[src/evw_pkg.sv]
// Shared types, widths and codes for the epsilon vertex weld block.
package evw_pkg;

   localparam int MAX_UNIQUE = 4096;
   localparam int IDX_W = $clog2(MAX_UNIQUE);
   localparam int CNT_W = $clog2(MAX_UNIQUE + 1);

   localparam int COORD_W = 32;
   localparam int ENTRY_W = 3 * COORD_W;
   localparam int RADIUS_W = 40;
   localparam int UIDX_W = 12;
   localparam int STATUS_W = 2;

   // An axis difference of 2^21 or more squares to more than any 40-bit radius.
   localparam int AXIS_W = 21;
   localparam int SQ_W = 2 * AXIS_W;
   localparam int SUM_W = SQ_W + 2;

   localparam logic [RADIUS_W-1:0] RADIUS_RESET = 40'd42;

   localparam logic [STATUS_W-1:0] STATUS_MATCH = 2'd0;
   localparam logic [STATUS_W-1:0] STATUS_NEW   = 2'd1;
   localparam logic [STATUS_W-1:0] STATUS_FULL  = 2'd2;
   localparam logic [STATUS_W-1:0] STATUS_RSVD  = 2'd3;

   localparam int QUEUE_DEPTH = 2;
   localparam int QPTR_W = $clog2(QUEUE_DEPTH);
   localparam int QCNT_W = $clog2(QUEUE_DEPTH + 1);

   typedef struct packed {
      logic                       start_of_mesh;
      logic signed [COORD_W-1:0]  pos_x;
      logic signed [COORD_W-1:0]  pos_y;
      logic signed [COORD_W-1:0]  pos_z;
   } req_type;

   typedef struct packed {
      logic [UIDX_W-1:0]   unique_index;
      logic [STATUS_W-1:0] weld_status;
   } rsp_type;

   // Classified request: coordinates in offset binary so that unsigned
   // order matches signed order.
   typedef struct packed {
      logic               clear;
      logic [COORD_W-1:0] x;
      logic [COORD_W-1:0] y;
      logic [COORD_W-1:0] z;
   } job_type;

   function automatic logic [COORD_W-1:0] to_offset(input logic signed [COORD_W-1:0] v);
      return {~v[COORD_W-1], v[COORD_W-2:0]};
   endfunction

endpackage

[src/evw_front.sv]
// Front end: accepts requests, converts them to offset binary and queues them.
module evw_front (
   input  logic             clock,
   input  logic             reset,
   input  logic             push,
   output logic             full,
   input  evw_pkg::req_type req_data,
   output logic             job_vld,
   input  logic             job_pop,
   output evw_pkg::job_type job_data
);
   import evw_pkg::*;

   job_type             queue_ff [QUEUE_DEPTH];
   logic [QPTR_W-1:0]   wr_ptr_ff, wr_ptr_in;
   logic [QPTR_W-1:0]   rd_ptr_ff, rd_ptr_in;
   logic [QCNT_W-1:0]   cnt_ff, cnt_in;
   logic                wr_en;
   logic                rd_en;
   job_type             job_new;

   assign full    = (cnt_ff == QCNT_W'(QUEUE_DEPTH));
   assign job_vld = (cnt_ff != '0);
   assign wr_en   = push && !full;
   assign rd_en   = job_pop && job_vld;
   assign job_data = queue_ff[rd_ptr_ff];

   always_comb begin
      job_new.clear = req_data.start_of_mesh;
      job_new.x     = to_offset(req_data.pos_x);
      job_new.y     = to_offset(req_data.pos_y);
      job_new.z     = to_offset(req_data.pos_z);
   end

   always_comb begin
      wr_ptr_in = wr_ptr_ff;
      rd_ptr_in = rd_ptr_ff;
      cnt_in    = cnt_ff;
      if (wr_en) begin
         wr_ptr_in = (wr_ptr_ff == QPTR_W'(QUEUE_DEPTH - 1)) ? '0 : wr_ptr_ff + 1'b1;
      end
      if (rd_en) begin
         rd_ptr_in = (rd_ptr_ff == QPTR_W'(QUEUE_DEPTH - 1)) ? '0 : rd_ptr_ff + 1'b1;
      end
      if (wr_en && !rd_en) begin
         cnt_in = cnt_ff + 1'b1;
      end else if (rd_en && !wr_en) begin
         cnt_in = cnt_ff - 1'b1;
      end
   end

   always_ff @(posedge clock) begin
      if (reset) begin
         wr_ptr_ff <= '0;
         rd_ptr_ff <= '0;
         cnt_ff    <= '0;
      end else begin
         wr_ptr_ff <= wr_ptr_in;
         rd_ptr_ff <= rd_ptr_in;
         cnt_ff    <= cnt_in;
      end
   end

   always_ff @(posedge clock) begin
      if (wr_en) begin
         queue_ff[wr_ptr_ff] <= job_new;
      end
   end

endmodule

[config.mk]
export PLATFORM = sky130hd
export DESIGN_NAME = evw_front
export DESIGN_NICKNAME = d
export VERILOG_FILES = /design/src/evw_pkg.sv /design/src/evw_front.sv
export SDC_FILE = /design/constraint.sdc
export NUM_CORES = 1
export LEC_CHECK = 0
export BUFFER_PORTS_ARGS = -buffer_cell sky130_fd_sc_hd__buf_2
export CAP_MARGIN = 20
export CORE_ASPECT_RATIO = 0.5
export CORE_UTILIZATION = 54
export CTS_BUF_LIST = sky130_fd_sc_hd__clkbuf_8
export CTS_CLUSTER_DIAMETER = 120
export DETAILED_ROUTE_END_ITERATION = 8
export GPL_ROUTABILITY_DRIVEN = 0
export MAX_ROUTING_LAYER = met4
export PLACE_DENSITY_LB_ADDON = 0.2
export SLEW_MARGIN = 30
export SYNTH_ARGS = -nofsm -noshare
export SYNTH_HDL_FRONTEND = slang
export SYNTH_SLANG_ARGS = --single-unit
[constraint.sdc]
create_clock -name clock -period 4.98 [get_ports clock]
set_clock_uncertainty 0.2 [all_clocks]
set_input_delay 1.245 -clock clock [delete_from_list [all_inputs] [get_ports clock]]
set_output_delay 1.245 -clock clock [all_outputs]
set_load 0.005 [all_outputs]
# Yosys cells after proc, flatten, opt, wreduce, memory -nomap -nowiden
# Memory sizes are Yosys's and may differ from the RTL's. A register that Yosys moved wholly into a read port is not among the register bits.
# Cells that the tools add are included.
# word_totals
reg_bits,4
out_inout_bits,99
ramBits,194
mem_count,1
input_bits,101
word_cells,29
# classes
bitwise,3
n_addsub,4
eq_ne,1
mux,8
reduce_logical,9
# memory_table
memory,words,width,rd,rd_clocked_by_memory_dff,write_ports,line,rtl
queue_ff,2,97,1,1,1,evw_front.sv:14,job_type queue_ff [QUEUE_DEPTH];
# ops
op,count
two-way mux 1 bit,6
logical AND 1 bit,4
two-way mux 2 bit,2
nonzero test 2 bit,2
zero test 1 bit,3
NOT 1 bit,3
adder 1 bit (second input constant),2
adder 2 x 1 -> 2 bit (second input constant),1
equality test 2 bit (second input constant),1
subtractor 2 x 1 -> 2 bit (second input constant),1

# Depth between registers and ports, before layout
# logic_depth
ltp_word,7
depth_mapped,6
depth_no_buf,6

# Least setup slack after synthesis
# No wires, ideal clock.
# synth_path
path_type,input to register
startpoint,in push
endpoint,"mem queue_ff[1][0] (netlist bit), enable pin"
required_ns,4.313
arrival_ns,3.683
stages,3
setup_slack_ns,0.630
setup_time_ns,0.467
cell_sequence,inv_1 -> nor2_1 -> and2_1
# synth_via
elab_chain_cells,3
# synth_lines
item,line,rtl
from (decl),evw_front.sv:5,"input logic push,"
logical AND 1 bit,evw_front.sv:24,assign wr_en = push && !full;
via wr_en,evw_front.sv:18,logic wr_en;
two-way mux 1 bit,evw_front.sv:65,if (wr_en) begin
two-way mux 1 bit (not written as such),evw_front.sv:66,queue_ff[wr_ptr_ff] <= job_new;
to (decl),evw_front.sv:14,
# The timed path passes the listed nets, and every way through them passes these cells.

==> flow_results.xml <==
<?xml version="1.0" encoding="UTF-8"?>
<metrics>
  <group name="die">
    <metric name="chipWidth" unit="um">167</metric>
    <metric name="chipHeight" unit="um">84.5</metric>
    <metric name="num_io_pins" unit="">200</metric>
    <metric name="core" unit="sq um">13000</metric>
    <metric name="initial_utilization" unit="">0.567</metric>
    <metric name="die_area" unit="sq um">14100</metric>
    <metric name="core.rowCount" unit="">29</metric>
  </group>
  <group name="timing">
    <metric name="final-setup-viol-count" unit="">0</metric>
    <metric name="max_slew_margin_vs_limit" unit="">0.412</metric>
    <metric name="fin_setup_tns" unit="ps">0</metric>
    <metric name="min_period" unit="ps">3650</metric>
    <metric name="hold_viol_final" unit="">0</metric>
    <metric name="final.period_utilization" unit="">0.733</metric>
    <metric name="tightestPinTransition" unit="ps">882</metric>
    <metric name="rsz0062_at_grt" unit="">false</metric>
    <metric name="finalMaxSlewViolations" unit="">0</metric>
    <metric name="max_clock_freq" unit="MHz">274</metric>
  </group>
  <group name="global_route">
    <metric name="grt_pass1_wl" unit="um">18900</metric>
    <metric name="antenna_found_initial" unit="">0</metric>
    <metric name="grt_max_degree" unit="">65</metric>
    <metric name="overflow" unit="">0</metric>
    <metric name="global_route.usage.total" unit="">0.187</metric>
    <metric name="number_of_global_route_vias_before_repair" unit="">3740</metric>
  </group>
  <group name="critical_path">
    <metric name="timing.rr.end" unit="">queue_ff[1][12]$_DFFE_PP_</metric>
    <metric name="r2r.worst_path.cells" unit="">4</metric>
    <metric name="crit_path_class" unit="">flop to primary output</metric>
    <metric name="timing.rr.start" unit="">cnt_ff[0]$_SDFFE_PP0P_</metric>
    <metric name="worst_setup_path_endpoint" unit="">job_data[81]</metric>
    <metric name="cp-start-kind" unit="">flop</metric>
    <metric name="critical_path_arrival" unit="ps">2210</metric>
    <metric name="critPathRequiredTime" unit="ps">3530</metric>
    <metric name="crit_path_end_kind" unit="">primary output</metric>
    <metric name="critical_path_peak_fanout" unit="">56</metric>
    <metric name="rrSetupSlack" unit="ps">2550</metric>
  </group>
  <group name="logic_synthesis">
    <metric name="yosys.area.top_type" unit="">sky130_fd_sc_hd__edfxtp_1</metric>
    <metric name="syn_area_per_cell" unit="sq um">22.3</metric>
    <metric name="mappedNetlistArea" unit="sq um">7350</metric>
    <metric name="yosysTopAreaCellShare" unit="">0.793</metric>
    <metric name="ys_seq_area_frac" unit="">0.806</metric>
    <metric name="ys_top_cells_by_area" unit="">sky130_fd_sc_hd__edfxtp_1 (79%), sky130_fd_sc_hd__mux2_2 (10%), sky130_fd_sc_hd__mux2_4 (6.1%)</metric>
    <metric name="post_synth_inst_count" unit="">330</metric>
    <metric name="yosys_register_bits" unit="">199</metric>
    <metric name="yosysWarnings" unit="">0</metric>
    <metric name="mappedNetlistNets" unit="">432</metric>
    <metric name="synth.distinct_cells" unit="">16</metric>
  </group>
  <group name="routing">
    <metric name="count_of_tritonroute_iterations_in_the_first_routing_pass" unit="">4</metric>
    <metric name="routed_wirelength" unit="um">12400</metric>
    <metric name="route.antenna.remaining_nets" unit="">0</metric>
    <metric name="drc_errors" unit="">0</metric>
    <metric name="via_per_inst" unit="">5.02</metric>
    <metric name="routed_wire_length_per_instance" unit="um">17.2</metric>
    <metric name="detailroute.via_count" unit="">3633</metric>
    <metric name="detailedRoute.firstIterationViolations" unit="">198</metric>
  </group>
  <group name="power_and_ir_drop">
    <metric name="power.ir.vdd_worst" unit="uV">421</metric>
    <metric name="p_per_area" unit="nW/um^2">465</metric>
    <metric name="leakagePower" unit="uW">0.00338</metric>
    <metric name="design_power_total" unit="uW">4130</metric>
  </group>
  <group name="cells_and_area">
    <metric name="register_area" unit="sq um">5930</metric>
    <metric name="areaGrowthSynthToFinish" unit="%">20.9</metric>
    <metric name="drive_above_1_share" unit="">0.603</metric>
    <metric name="fillCellCount" unit="">882</metric>
    <metric name="num_antenna_cells" unit="">0</metric>
    <metric name="footprint_of_the_multi_input_gates" unit="sq um">1320</metric>
    <metric name="nNetsFinal" unit="">643</metric>
  </group>
  <group name="clocking">
    <metric name="number_of_buffers_created_by_cts" unit="">17</metric>
    <metric name="clock_tree.htree_level_count" unit="">4</metric>
    <metric name="cts_hold_buffers" unit="">0</metric>
    <metric name="cts.reportedPaths.clkPinSlew" unit="ps">90</metric>
    <metric name="tritoncts" unit="">yes</metric>
    <metric name="postCtsSetupBuffers" unit="">0</metric>
    <metric name="root_buffer_cell" unit="">sky130_fd_sc_hd__clkbuf_8</metric>
    <metric name="cts_repair_resized_insts" unit="">0</metric>
    <metric name="ctsLongestPathBuffers" unit="">2</metric>
    <metric name="cts.sink_count" unit="">199</metric>
    <metric name="insertion_delay" unit="ps">420</metric>
  </group>
  <group name="hold_path">
    <metric name="worst_hold_path.num_cells" unit="">2</metric>
    <metric name="hold_path_class" unit="">flop to flop</metric>
  </group>
  <group name="place">
    <metric name="detailedPlacementHpwl" unit="um">8240</metric>
    <metric name="placement.io_buffers" unit="">199</metric>
  </group>
  <group name="outcome">
    <metric name="outcome" unit="">finished, final reports clean</metric>
  </group>
  <group name="run">
    <metric name="max_cap_violations" unit="">0</metric>
  </group>
</metrics>
[how the worst min path moves through the flow]
stage                           startpoint                      to  slack, ps
floorplan           wr_ptr_ff$_SDFFE_PP0P_  wr_ptr_ff$_SDFFE_PP0P_        250
global placement    wr_ptr_ff$_SDFFE_PP0P_  wr_ptr_ff$_SDFFE_PP0P_        280
detailed placement  rd_ptr_ff$_SDFFE_PP0P_                    flop        300
CTS                 wr_ptr_ff$_SDFFE_PP0P_  wr_ptr_ff$_SDFFE_PP0P_        310
global route        wr_ptr_ff$_SDFFE_PP0P_  wr_ptr_ff$_SDFFE_PP0P_        340
finish              wr_ptr_ff$_SDFFE_PP0P_  wr_ptr_ff$_SDFFE_PP0P_        310
[final cells by class]
type / count / share of cell area
timing repair buffer: 203 / 0.118
clock inverter: 15 / 0.0134
clock buffer: 17 / 0.0263
inverter: 5 / 0.00239
sequential: 199 / 0.667
multi-input combinational: 115 / 0.149
tap: 170 / 0.0239
[metal layers]
metal	track usage	share of wire
met2	0.305	0.50
met5	-	0
met4	0.0614	0.0089
met1	0.226	0.43
met3	0.0542	0.058
[worst max-delay path, cell delays in order, from the launching register on]
cell and delay, ps:
sky130_fd_sc_hd__dfxtp_4 900, sky130_fd_sc_hd__buf_12 330, sky130_fd_sc_hd__mux2_2 380, sky130_fd_sc_hd__buf_2 130
[where the power goes]
part / switching [uW] / internal, uW / total, uW
logic: 427 / 556 / 983
clock network: 564 / 357 / 921
registers: 126 / 2100 / 2230
total: 1120 / 3020 / 4130
[synthesized netlist by cell type]
| library cell | instances |
|---|---|
| sky130_fd_sc_hd__mux2_2 | 67 |
| sky130_fd_sc_hd__or2_2 | 1 |
| sky130_fd_sc_hd__or3_1 | 2 |
| sky130_fd_sc_hd__buf_6 | 5 |
| sky130_fd_sc_hd__dfxtp_1 | 5 |
| sky130_fd_sc_hd__edfxtp_1 | 194 |
| sky130_fd_sc_hd__nor2_1 | 4 |
| sky130_fd_sc_hd__ha_1 | 1 |
| sky130_fd_sc_hd__and2_1 | 1 |
| sky130_fd_sc_hd__o21ai_0 | 3 |
| sky130_fd_sc_hd__buf_2 | 6 |
| sky130_fd_sc_hd__inv_1 | 5 |
| sky130_fd_sc_hd__nor2b_2 | 1 |
| sky130_fd_sc_hd__a21oi_1 | 2 |
| sky130_fd_sc_hd__xor2_1 | 3 |
| sky130_fd_sc_hd__mux2_4 | 30 |
[per-stage QoR]
| stage | cell area [sq um] | hold WS (ps) | utilization | instances | setup slack, ps |
|---|---|---|---|---|---|
| 6_report | 8890 | 313 | 0.686 | 724 | 1330 |
| 5_1_grt | 8890 | 344 | 0.686 | 724 | 1180 |
| 4_1_cts | 8890 | 313 | 0.686 | 724 | 1250 |
| 3_5_place_dp | 8530 | 297 | 0.659 | 692 | 1680 |
| 3_3_place_gp | 8530 | 278 | 0.659 | 692 | 1720 |
| 2_1_floorplan | 7350 | 252 | - | 330 | 630 |
[sequential cells by signal, indices dropped and copies added, names as in the netlist, named ones only]
register and count:
queue_ff 194, cnt_ff 2, wr_ptr_ff 1, rd_ptr_ff 1
[cell families after synthesis]
group | share of synthesized area
AND/OR/NAND/NOR | 0.00664
flip-flops | 0.806
XOR/XNOR | 0.00358
multiplexers | 0.164
AO/OA/AOI/OAI | 0.00340
adder cells (fa/ha/maj) | 0.00170
buffers and inverters | 0.0143
[cell usage in the layout (no fill, tap or decap), drive strengths merged]
| cell type | n |
|---|---|
| dfxtp | 5 |
| edfxtp | 194 |
| o21ai | 3 |
| nor2b | 1 |
| buf | 203 |
| nor2 | 4 |
| or2 | 1 |
| clkbuf | 17 |
| clkinvlp | 2 |
| and2 | 1 |
| mux2 | 97 |
| or3 | 2 |
| inv | 12 |
| ha | 1 |
| a21oi | 2 |
| clkinv | 6 |
| xor2 | 3 |
No activity file was read; power rests on OpenSTA's default activity.
